**src/sv/qbd_pkg.sv**
```systemverilog
// Shared types, constants and a helper function for the QOI byte stream decoder.
package qbd_pkg;

  // Color table, pixel counter, color, run and configuration sizing.
  localparam int TABLE_ENTRIES   = 64;
  localparam int TABLE_AW        = $clog2(TABLE_ENTRIES);
  localparam int COUNT_WIDTH     = 32;
  localparam int COLOR_WIDTH     = 32;
  localparam int RUN_WIDTH       = 6;
  localparam int RUN_MAX         = (1 << RUN_WIDTH) - 1;
  localparam int CFG_INDEX_WIDTH = 4;
  localparam int CFG_DATA_WIDTH  = 32;

  // Configuration register indexes.
  localparam logic [CFG_INDEX_WIDTH-1:0] REG_ALPHA_EN     = CFG_INDEX_WIDTH'(0);
  localparam logic [CFG_INDEX_WIDTH-1:0] REG_IMAGE_PIXELS = CFG_INDEX_WIDTH'(1);

  // Op byte codes and two-bit tags.
  localparam logic [7:0] OP_RGB    = 8'hFE;
  localparam logic [7:0] OP_RGBA   = 8'hFF;
  localparam logic [1:0] TAG_INDEX = 2'b00;
  localparam logic [1:0] TAG_DIFF  = 2'b01;
  localparam logic [1:0] TAG_LUMA  = 2'b10;

  // Biases that turn the unsigned delta fields into wrapped signed offsets, and the opaque alpha.
  localparam logic [7:0] DIFF_BIAS  = 8'hFE;
  localparam logic [7:0] LUMA_BIAS  = 8'hE0;
  localparam logic [7:0] CHROMA_BIAS = 8'hF8;
  localparam logic [7:0] ALPHA_OPAQUE = 8'hFF;

  // Last color after reset or at image start: black, fully opaque.
  localparam logic [COLOR_WIDTH-1:0] LAST_RESET = 32'h0000_00FF;

  // Position within a multi-byte op.
  typedef enum logic [3:0] {
    PH_WAIT   = 4'd0,
    PH_RGB_R  = 4'd1,
    PH_RGB_G  = 4'd2,
    PH_RGB_B  = 4'd3,
    PH_RGBA_R = 4'd4,
    PH_RGBA_G = 4'd5,
    PH_RGBA_B = 4'd6,
    PH_RGBA_A = 4'd7,
    PH_LUMA   = 4'd8
  } phase_e;

  // Decoder state carried from byte to byte.
  typedef struct packed {
    phase_e                  phase;
    logic [7:0]              luma;
    logic [COLOR_WIDTH-1:0]  partial;
    logic [COLOR_WIDTH-1:0]  last;
    logic [COUNT_WIDTH-1:0]  pixels;
  } dec_state_t;

  // What one byte does: pixels to emit, their color, and the state after it.
  typedef struct packed {
    logic                    emit;
    logic [RUN_WIDTH-1:0]    count;
    logic [COLOR_WIDTH-1:0]  color;
    dec_state_t              next;
  } step_t;

  // Color table slot: (r*3 + g*5 + b*7 + a*11) mod table size.
  function automatic logic [TABLE_AW-1:0] hash_slot(input logic [COLOR_WIDTH-1:0] color);
    logic [7:0] sum;
    sum = color[31:24] * 8'd3 + color[23:16] * 8'd5 + color[15:8] * 8'd7
        + color[7:0] * 8'd11;
    return sum[TABLE_AW-1:0];
  endfunction

endpackage

```
**src/sv/qoi_byte_stream_decoder.sv**
```systemverilog
// Top level of the QOI byte stream decoder: input stage, state, table and pixel register.
//
// Takes one QOI chunk byte per cycle when the input does not stall and gives decoded pixels
// through a pixel output register loaded from the decode stage once it is free. A byte that
// makes no pixel or one pixel waits at most for that register to be free, so such bytes
// flow at one per cycle when the output does not stall. A run byte of n pixels holds the
// decode stage until all n have gone into the output register, one pixel per cycle when
// the output does not stall, and the input stalls meanwhile; output stalls hold the
// decode stage as well. The 64-entry color table sits in a RAM with a registered read that
// is started as the byte is taken; a valid bit per entry makes the table read as zero
// after start_image, so there is no clearing pass. Configuration writes are taken at any
// time (ready is always high) but are meant to be made only while the block is idle.
module qoi_byte_stream_decoder (
  input  logic                                   clk_i,
  input  logic                                   rst_ni,
  // Byte input
  input  logic                                   in_valid_i,
  output logic                                   in_stall_o,
  input  logic [7:0]                             byte_value_i,
  input  logic                                   start_image_i,
  // Pixel output
  output logic                                   out_valid_o,
  input  logic                                   out_stall_i,
  output logic [7:0]                             red_o,
  output logic [7:0]                             green_o,
  output logic [7:0]                             blue_o,
  output logic [7:0]                             alpha_o,
  output logic                                   run_last_o,
  output logic                                   image_done_o,
  // Configuration writes
  input  logic                                   cfg_valid_i,
  output logic                                   cfg_ready_o,
  input  logic [qbd_pkg::CFG_INDEX_WIDTH-1:0]    cfg_index_i,
  input  logic [qbd_pkg::CFG_DATA_WIDTH-1:0]     cfg_data_i
);

  logic                                  alpha_en_q;
  logic [qbd_pkg::CFG_DATA_WIDTH-1:0]    image_pixels_q;
  logic                                  s1_valid_q;
  logic [7:0]                            s1_byte_q;
  logic                                  s1_start_q;
  logic                                  fwd_q;
  logic [qbd_pkg::COLOR_WIDTH-1:0]       fwd_data_q;
  qbd_pkg::dec_state_t                   state_q;
  logic [qbd_pkg::TABLE_ENTRIES-1:0]     valid_q, valid_d;
  logic                                  busy_q;
  logic [qbd_pkg::RUN_WIDTH-1:0]         run_left_q;
  logic                                  out_valid_q;
  logic [qbd_pkg::COLOR_WIDTH-1:0]       out_color_q;
  logic                                  out_run_last_q;
  logic                                  out_image_done_q;

  logic                                  accept;
  logic                                  out_free;
  logic                                  go;
  logic                                  s1_done;
  logic                                  out_load;
  logic [qbd_pkg::COUNT_WIDTH-1:0]       limit;
  logic [qbd_pkg::COUNT_WIDTH-1:0]       pixels_next;
  logic [qbd_pkg::COLOR_WIDTH-1:0]       pixel_color;
  logic                                  pixel_last;
  logic [qbd_pkg::COLOR_WIDTH-1:0]       ram_rdata;
  logic [qbd_pkg::COLOR_WIDTH-1:0]       table_color;
  logic                                  table_we;
  logic [qbd_pkg::TABLE_AW-1:0]          table_waddr;
  logic [qbd_pkg::TABLE_AW-1:0]          in_slot;
  logic [qbd_pkg::TABLE_AW-1:0]          s1_slot;
  qbd_pkg::step_t                        step;

  assign limit    = image_pixels_q[qbd_pkg::COUNT_WIDTH-1:0];
  assign in_slot  = byte_value_i[qbd_pkg::TABLE_AW-1:0];
  assign s1_slot  = s1_byte_q[qbd_pkg::TABLE_AW-1:0];

  // Configuration registers.
  assign cfg_ready_o = 1'b1;

  always_ff @(posedge clk_i or negedge rst_ni) begin
    if (!rst_ni) begin
      alpha_en_q     <= 1'b1;
      image_pixels_q <= '0;
    end else if (cfg_valid_i && cfg_ready_o) begin
      unique case (cfg_index_i)
        qbd_pkg::REG_ALPHA_EN:     alpha_en_q     <= cfg_data_i[0];
        qbd_pkg::REG_IMAGE_PIXELS: image_pixels_q <= cfg_data_i;
        default: ;
      endcase
    end
  end

  // Handshake between the input stage, the decode step and the output register.
  assign out_free   = !out_valid_q || !out_stall_i;
  assign go         = s1_valid_q && (busy_q || !step.emit ? (busy_q ? out_free : 1'b1) : out_free);
  assign s1_done    = go && (busy_q ? (run_left_q == qbd_pkg::RUN_WIDTH'(1))
                                    : (step.count < qbd_pkg::RUN_WIDTH'(2)));
  assign out_load   = go && (busy_q || step.emit);
  assign in_stall_o = s1_valid_q && !s1_done;
  assign accept     = in_valid_i && !in_stall_o;

  // Input stage.
  always_ff @(posedge clk_i or negedge rst_ni) begin
    if (!rst_ni) begin
      s1_valid_q <= 1'b0;
    end else if (accept) begin
      s1_valid_q <= 1'b1;
    end else if (s1_done) begin
      s1_valid_q <= 1'b0;
    end
  end

  // A table write in the same cycle as the read is passed on to the read side.
  always_ff @(posedge clk_i) begin
    if (accept) begin
      s1_byte_q  <= byte_value_i;
      s1_start_q <= start_image_i;
      fwd_q      <= table_we && (table_waddr == in_slot);
      fwd_data_q <= step.color;
    end
  end

  // Color table storage.
  qbd_ram #(
    .WIDTH (qbd_pkg::COLOR_WIDTH),
    .DEPTH (qbd_pkg::TABLE_ENTRIES)
  ) u_table (
    .clk_i   (clk_i),
    .we_i    (table_we),
    .waddr_i (table_waddr),
    .wdata_i (step.color),
    .re_i    (accept),
    .raddr_i (in_slot),
    .rdata_o (ram_rdata)
  );

  // Entries not written since the image began read as zero.
  assign table_color = (!s1_start_q && valid_q[s1_slot]) ?
                       (fwd_q ? fwd_data_q : ram_rdata) : '0;

  // Decode of the byte in the input stage.
  qbd_op_eval u_op_eval (
    .byte_value_i  (s1_byte_q),
    .start_image_i (s1_start_q),
    .state_i       (state_q),
    .table_color_i (table_color),
    .limit_i       (limit),
    .step_o        (step)
  );

  assign table_we    = go && !busy_q && step.emit;
  assign table_waddr = qbd_pkg::hash_slot(step.color);

  // Valid bits: cleared at image start, set on each table write.
  always_comb begin
    valid_d = valid_q;
    if (go && !busy_q && s1_start_q) begin
      valid_d = '0;
    end
    if (table_we) begin
      valid_d[table_waddr] = 1'b1;
    end
  end

  always_ff @(posedge clk_i or negedge rst_ni) begin
    if (!rst_ni) begin
      valid_q <= '0;
    end else begin
      valid_q <= valid_d;
    end
  end

  // Decoder state and run progress.
  always_ff @(posedge clk_i or negedge rst_ni) begin
    if (!rst_ni) begin
      state_q.phase   <= qbd_pkg::PH_WAIT;
      state_q.luma    <= '0;
      state_q.partial <= '0;
      state_q.last    <= qbd_pkg::LAST_RESET;
      state_q.pixels  <= '0;
      busy_q          <= 1'b0;
      run_left_q      <= '0;
    end else if (go) begin
      if (busy_q) begin
        state_q.pixels <= pixels_next;
        run_left_q     <= run_left_q - qbd_pkg::RUN_WIDTH'(1);
        if (run_left_q == qbd_pkg::RUN_WIDTH'(1)) begin
          busy_q <= 1'b0;
        end
      end else begin
        state_q <= step.next;
        if (step.count > qbd_pkg::RUN_WIDTH'(1)) begin
          busy_q     <= 1'b1;
          run_left_q <= step.count - qbd_pkg::RUN_WIDTH'(1);
        end
      end
    end
  end

  // Pixel sent this cycle.
  assign pixel_color = busy_q ? state_q.last : step.color;
  assign pixels_next = busy_q ? (state_q.pixels + qbd_pkg::COUNT_WIDTH'(1)) : step.next.pixels;
  assign pixel_last  = busy_q ? (run_left_q == qbd_pkg::RUN_WIDTH'(1))
                              : (step.count == qbd_pkg::RUN_WIDTH'(1));

  // Output register.
  always_ff @(posedge clk_i or negedge rst_ni) begin
    if (!rst_ni) begin
      out_valid_q <= 1'b0;
    end else if (out_load) begin
      out_valid_q <= 1'b1;
    end else if (!out_stall_i) begin
      out_valid_q <= 1'b0;
    end
  end

  always_ff @(posedge clk_i) begin
    if (out_load) begin
      out_color_q      <= {pixel_color[31:8],
                           alpha_en_q ? pixel_color[7:0] : qbd_pkg::ALPHA_OPAQUE};
      out_run_last_q   <= pixel_last;
      out_image_done_q <= (pixels_next == limit);
    end
  end

  assign out_valid_o  = out_valid_q;
  assign red_o        = out_color_q[31:24];
  assign green_o      = out_color_q[23:16];
  assign blue_o       = out_color_q[15:8];
  assign alpha_o      = out_color_q[7:0];
  assign run_last_o   = out_run_last_q;
  assign image_done_o = out_image_done_q;

endmodule

```
**src/sv/qbd_ram.sv**
```systemverilog
// Generic single-write, single-read RAM with a registered read port.
module qbd_ram #(
  parameter int WIDTH = 32,
  parameter int DEPTH = 64
) (
  input  logic                     clk_i,
  input  logic                     we_i,
  input  logic [$clog2(DEPTH)-1:0] waddr_i,
  input  logic [WIDTH-1:0]         wdata_i,
  input  logic                     re_i,
  input  logic [$clog2(DEPTH)-1:0] raddr_i,
  output logic [WIDTH-1:0]         rdata_o
);

  logic [WIDTH-1:0] mem_q [DEPTH];
  logic [WIDTH-1:0] rdata_q;

  // Write port.
  always_ff @(posedge clk_i) begin
    if (we_i) begin
      mem_q[waddr_i] <= wdata_i;
    end
  end

  // Read port; the word holds until the next read.
  always_ff @(posedge clk_i) begin
    if (re_i) begin
      rdata_q <= mem_q[raddr_i];
    end
  end

  assign rdata_o = rdata_q;

endmodule

```
**src/sv/qbd_op_eval.sv**
```systemverilog
// Op decoder: works out what one chunk byte does to the decoder state.
module qbd_op_eval (
  input  logic [7:0]                           byte_value_i,
  input  logic                                 start_image_i,
  input  qbd_pkg::dec_state_t                  state_i,
  input  logic [qbd_pkg::COLOR_WIDTH-1:0]      table_color_i,
  input  logic [qbd_pkg::COUNT_WIDTH-1:0]      limit_i,
  output qbd_pkg::step_t                       step_o
);

  qbd_pkg::dec_state_t                  cur;
  qbd_pkg::dec_state_t                  nxt;
  logic [7:0]                           r0, g0, b0, a0, dg;
  logic [qbd_pkg::COUNT_WIDTH-1:0]      remaining;
  logic [qbd_pkg::RUN_WIDTH-1:0]        remaining_clip;
  logic [qbd_pkg::RUN_WIDTH-1:0]        want;
  logic [qbd_pkg::RUN_WIDTH-1:0]        count;
  logic [qbd_pkg::COLOR_WIDTH-1:0]      color;
  logic                                 emit;

  // A new image wipes the state before this byte is looked at.
  always_comb begin
    cur = state_i;
    if (start_image_i) begin
      cur.phase   = qbd_pkg::PH_WAIT;
      cur.luma    = '0;
      cur.partial = '0;
      cur.last    = qbd_pkg::LAST_RESET;
      cur.pixels  = '0;
    end
  end

  assign r0 = cur.last[31:24];
  assign g0 = cur.last[23:16];
  assign b0 = cur.last[15:8];
  assign a0 = cur.last[7:0];
  assign dg = cur.luma;

  // Next phase and the partially assembled color.
  always_comb begin
    nxt = cur;
    unique case (cur.phase)
      qbd_pkg::PH_WAIT: begin
        if (byte_value_i == qbd_pkg::OP_RGB) begin
          nxt.partial = {24'd0, a0};
          nxt.phase   = qbd_pkg::PH_RGB_R;
        end else if (byte_value_i == qbd_pkg::OP_RGBA) begin
          nxt.partial = '0;
          nxt.phase   = qbd_pkg::PH_RGBA_R;
        end else if (byte_value_i[7:6] == qbd_pkg::TAG_LUMA) begin
          nxt.luma  = {2'b00, byte_value_i[5:0]} + qbd_pkg::LUMA_BIAS;
          nxt.phase = qbd_pkg::PH_LUMA;
        end
      end
      qbd_pkg::PH_RGB_R, qbd_pkg::PH_RGBA_R: begin
        nxt.partial[31:24] = byte_value_i;
        nxt.phase = (cur.phase == qbd_pkg::PH_RGB_R) ? qbd_pkg::PH_RGB_G : qbd_pkg::PH_RGBA_G;
      end
      qbd_pkg::PH_RGB_G, qbd_pkg::PH_RGBA_G: begin
        nxt.partial[23:16] = byte_value_i;
        nxt.phase = (cur.phase == qbd_pkg::PH_RGB_G) ? qbd_pkg::PH_RGB_B : qbd_pkg::PH_RGBA_B;
      end
      qbd_pkg::PH_RGB_B: begin
        nxt.partial[15:8] = byte_value_i;
        nxt.phase = qbd_pkg::PH_WAIT;
      end
      qbd_pkg::PH_RGBA_B: begin
        nxt.partial[15:8] = byte_value_i;
        nxt.phase = qbd_pkg::PH_RGBA_A;
      end
      qbd_pkg::PH_RGBA_A: begin
        nxt.partial[7:0] = byte_value_i;
        nxt.phase = qbd_pkg::PH_WAIT;
      end
      qbd_pkg::PH_LUMA: begin
        nxt.phase = qbd_pkg::PH_WAIT;
      end
      default: begin
        nxt.phase = qbd_pkg::PH_WAIT;
      end
    endcase
  end

  // Pixel color and how many copies the byte asks for.
  always_comb begin
    want  = '0;
    color = cur.last;
    unique case (cur.phase)
      qbd_pkg::PH_WAIT: begin
        if (byte_value_i != qbd_pkg::OP_RGB && byte_value_i != qbd_pkg::OP_RGBA) begin
          unique case (byte_value_i[7:6])
            qbd_pkg::TAG_INDEX: begin
              want  = qbd_pkg::RUN_WIDTH'(1);
              color = table_color_i;
            end
            qbd_pkg::TAG_DIFF: begin
              want  = qbd_pkg::RUN_WIDTH'(1);
              color = {r0 + {6'd0, byte_value_i[5:4]} + qbd_pkg::DIFF_BIAS,
                       g0 + {6'd0, byte_value_i[3:2]} + qbd_pkg::DIFF_BIAS,
                       b0 + {6'd0, byte_value_i[1:0]} + qbd_pkg::DIFF_BIAS,
                       a0};
            end
            qbd_pkg::TAG_LUMA: begin
              want = '0;
            end
            default: begin
              // Run of the last color; the two longest codes are the RGB ops.
              want  = byte_value_i[5:0] + qbd_pkg::RUN_WIDTH'(1);
              color = cur.last;
            end
          endcase
        end
      end
      qbd_pkg::PH_RGB_B: begin
        want  = qbd_pkg::RUN_WIDTH'(1);
        color = {cur.partial[31:16], byte_value_i, cur.partial[7:0]};
      end
      qbd_pkg::PH_RGBA_A: begin
        want  = qbd_pkg::RUN_WIDTH'(1);
        color = {cur.partial[31:8], byte_value_i};
      end
      qbd_pkg::PH_LUMA: begin
        want  = qbd_pkg::RUN_WIDTH'(1);
        color = {r0 + dg + {4'd0, byte_value_i[7:4]} + qbd_pkg::CHROMA_BIAS,
                 g0 + dg,
                 b0 + dg + {4'd0, byte_value_i[3:0]} + qbd_pkg::CHROMA_BIAS,
                 a0};
      end
      default: begin
        want = '0;
      end
    endcase
  end

  // Clip the pixel count at what is left of the image.
  assign remaining = (cur.pixels < limit_i) ? (limit_i - cur.pixels) : '0;
  assign remaining_clip = (remaining > qbd_pkg::COUNT_WIDTH'(qbd_pkg::RUN_MAX)) ?
                          qbd_pkg::RUN_WIDTH'(qbd_pkg::RUN_MAX) :
                          remaining[qbd_pkg::RUN_WIDTH-1:0];
  assign count = (want < remaining_clip) ? want : remaining_clip;
  assign emit  = (count != '0);

  // Result of the byte; the first emitted pixel is counted here.
  always_comb begin
    step_o.emit  = emit;
    step_o.count = count;
    step_o.color = color;
    step_o.next  = nxt;
    if (emit) begin
      step_o.next.last   = color;
      step_o.next.pixels = cur.pixels + qbd_pkg::COUNT_WIDTH'(1);
    end
  end

endmodule

```
**config.mk**
```make
export PLATFORM = sky130hd
export DESIGN_NAME = qoi_byte_stream_decoder
export DESIGN_NICKNAME = d
export VERILOG_FILES = /design/src/sv/qbd_pkg.sv /design/src/sv/qoi_byte_stream_decoder.sv /design/src/sv/qbd_ram.sv /design/src/sv/qbd_op_eval.sv
export SDC_FILE = /design/constraint.sdc
export NUM_CORES = 2
export LEC_CHECK = 0
export ABC_AREA = 1
export BUFFER_PORTS_ARGS = -buffer_cell sky130_fd_sc_hd__buf_2
export CAP_MARGIN = 25
export CORE_ASPECT_RATIO = 1.4
export CORE_MARGIN = 3
export CORE_UTILIZATION = 30
export CTS_CLUSTER_DIAMETER = 50
export DETAILED_ROUTE_END_ITERATION = 8
export SLEW_MARGIN = 20
export SYNTH_ARGS = -nofsm -noshare
export SYNTH_HDL_FRONTEND = slang
export SYNTH_SLANG_ARGS = --single-unit
```
**constraint.sdc**
```tcl
create_clock -name clk_i -period 12.4 [get_ports clk_i]
set_input_delay 1.24 -clock clk_i [delete_from_list [all_inputs] [get_ports clk_i]]
set_output_delay 1.24 -clock clk_i [all_outputs]
set_load 0.005 [all_outputs]
```
==> impl_metrics.env <==
export IMPL_io_pins=87
export IMPL_core_area_mm2=0.3475
export IMPL_clock_path_buffers=4
export IMPL_crit_arrival_ns=10.46
export IMPL_drtPass1Iterations=9
export IMPL_critPathMaxStageDelay_ns=0.65
export IMPL_slew_headroom=0.2211
export IMPL_synthArstFlopShare=0.09030
export IMPL_syn_inst=9577
export IMPL_cts_buffers=221
export IMPL_drc_errors=0
export IMPL_root_buffer="clkbuf_16"
export IMPL_crit_family="adder cells"
export IMPL_status="complete, no violations"
export IMPL_hold_path_class="primary input to asynchronous set/reset pin"
export IMPL_hold_viol_final=0
export IMPL_cts_tree="done"
export IMPL_worst_skew_pair_late_latency_ns=0.90
export IMPL_tns_ns=0
export IMPL_ys_ff_latch=2370
export IMPL_seq_area_frac_synth=0.6692
export IMPL_overflow=0
export IMPL_h_tree_depth=4
export IMPL_rsz0062_at_grt="false"
export IMPL_regArea_mm2=0.07011
export IMPL_tightestPinTransition_ns=1.168
export IMPL_num_rows=256
export IMPL_crit_top_cell="nand2_1"
export IMPL_yosysWarnings=0
export IMPL_timing_critical_path_to_type="flop"
export IMPL_crit_fanout=18
export IMPL_grt_usage=0.1876
export IMPL_viasPerCell=5.232
export IMPL_critPathLaunchType="flop"
export IMPL_place_congestion=0.9970
export IMPL_ctsHoldBuffers=0
export IMPL_synth_nets=9791
export IMPL_drv_slew=0
export IMPL_syn_area_mm2=0.1048
export IMPL_path_clk_slew_ns=0.07
export IMPL_crit_buf_inv=10
export IMPL_drtAntennaViolNets=0
export IMPL_cp_required_ns=12.93
export IMPL_crit_slowest_cell="edfxtp_1"
export IMPL_die_width_um=505.4
export IMPL_setup_viol=0
export IMPL_synth_edf_count=2156
export IMPL_grt_pass1_wl_mm=500.7
export IMPL_post_route_period_util=0.8008
export IMPL_cts_setup_buffers=0
export IMPL_syn_to_final_growth_pct=13.38
export IMPL_final_fill_count=34350
export IMPL_cts_num_sinks=2370
export IMPL_post_synth_cell_area_avg_um2=10.94
export IMPL_antenna_found_initial=29
export IMPL_num_vias=75070
export IMPL_start_util=0.3015
export IMPL_dieArea_mm2=0.3564
export IMPL_dp_hpwl_mm=219.7
export IMPL_timing_fmax_ghz=0.1007
export IMPL_first_global_vias=71950
export IMPL_wl_per_cell_um=24.22
export IMPL_crit_type="flop to flop"
export IMPL_routed_wirelength_mm=347.5
export IMPL_synth_flop_cell="edfxtp_1"
export IMPL_io_buffers=85
export IMPL_skew_ns=0.06401
export IMPL_cts_resized=0
export IMPL_grt_max_degree=193
export IMPL_fin_crit_ns=9.930
export IMPL_drt_initial_drc_count=8446
export IMPL_nets=9723
export IMPL_multiInputGateArea_mm2=0.03081
export IMPL_layout_drive_gt1_share=0.08427
export IMPL_ys_types=61
export IMPL_die_height_um=705.2
export IMPL_maxCapViolations=0
-- cells by family after synthesis --
family,share of synthesized area
and+or+nand+nor,0.1229
other,0.00003579
xor gates and xnor gates,0.005936
buffers and inverters,0.04207
adders and majority gates,0.02231
DFF,0.6692
AOI/OAI and AO/OA,0.1375
muxes,0.0001075
-- cell usage after synthesis (9+ instances only) --
| library cell | instances | share of area |
|---|---|---|
| a21oi_1 | 128 | 0.0061 |
| buf_1 | 24 | 0.00086 |
| buf_2 | 34 | 0.0016 |
| clkbuf_1 | 513 | 0.018 |
| clkinv_1 | 12 | 0.00043 |
| dfrtp_1 | 205 | 0.049 |
| dfstp_2 | 9 | 0.0023 |
| edfxtp_1 | 2156 | 0.62 |
| fa_1 | 38 | 0.0073 |
| ha_1 | 126 | 0.015 |
| inv_1 | 549 | 0.020 |
| inv_2 | 19 | 0.00068 |
| nand2_1 | 982 | 0.035 |
| nand2_2 | 19 | 0.0011 |
| nand2_4 | 11 | 0.0012 |
| nand3_1 | 184 | 0.0088 |
| nand3b_1 | 10 | 0.00072 |
| nand4_1 | 32 | 0.0019 |
| nor2_1 | 1861 | 0.067 |
| nor3_1 | 62 | 0.0030 |
| nor4_1 | 13 | 0.00078 |
| o211ai_1 | 46 | 0.0033 |
| o21ai_0 | 1591 | 0.076 |
| o21ai_1 | 37 | 0.0018 |
| o221ai_1 | 14 | 0.0012 |
| o22ai_1 | 658 | 0.039 |
| o31ai_1 | 14 | 0.0010 |
| o32ai_1 | 48 | 0.0040 |
| xnor2_1 | 18 | 0.0015 |
| xor2_1 | 53 | 0.0044 |
-- cells in the final DEF (no fill, tap or decap), drive strengths merged, types with 53 or more instances in the layout --
cell    count
o21ai    1630
a21oi     130
edfxtp   2156
inv       581
clkinv    104
clkbuf    253
nor3       68
nand2    1012
o22ai     658
dfrtp     205
nor2     1875
xor2       53
buf       285
nand3     187
ha        126
-- worst paths after layout --
check / cells past startpoint / start / slack, ns / to
min: 1 / rst_ni / 0.22 / image_pixels_q[9]
min in group clk_i: 2 / state_q[94] / 0.48 / state_q[94]
max: 37 / s1_byte_q[3] / 2.47 / u_table.mem_q[2][17]
max in group asynchronous: 3 / rst_ni / 10.40 / state_q[18]
max reg2reg: 37 / s1_byte_q[3] / 2.47 / u_table.mem_q[2][17]
min reg2reg: 2 / state_q[94] / 0.48 / state_q[94]
-- through the flow --
step	area, µm²	setup slack [ns]	cells	hold slack (ns)	util
after floorplan	104800	1.158	9577	0.4422	-
after global placement	110900	2.104	13910	0.4541	0.3191
after detailed placement	111100	2.597	13920	0.4615	0.3196
after CTS	118500	2.544	14320	0.4444	0.3409
after global routing	118800	1.952	14340	0.2074	0.3417
final	118800	2.470	14350	0.2224	0.3418
-- state kept, by name (all words and copies together), names as in the netlist, 6 cells and up --
register and count:
fwd_data_q 32, out_color_q 32, u_table.mem_q 2048, image_pixels_q 32, valid_q 64, state_q 108, run_left_q 6, s1_byte_q 8
u_table.rdata_o 32
-- routing by layer --
layer  up-vias  GRT usage  wire, µm
met5         -          0        63
met4        10     0.1256     27350
met3       786    0.02323     22390
met2      3155     0.3177    168100
met1     37150     0.2231    129600
li1      33960          -         -
-- cell type report --
type | instances | share of cell area
sequential | 2370 | 0.5903
antenna | 21 | 0.0004424
clock buffer | 253 | 0.04847
timing repair buffer | 285 | 0.02010
tap | 4644 | 0.04892
clock inverter | 144 | 0.01386
inverter | 580 | 0.01858
multi-input combinational | 6051 | 0.2594
Power is not shown: default switching activity piles up to over one toggle a cycle in this logic, so the estimate is an artifact.
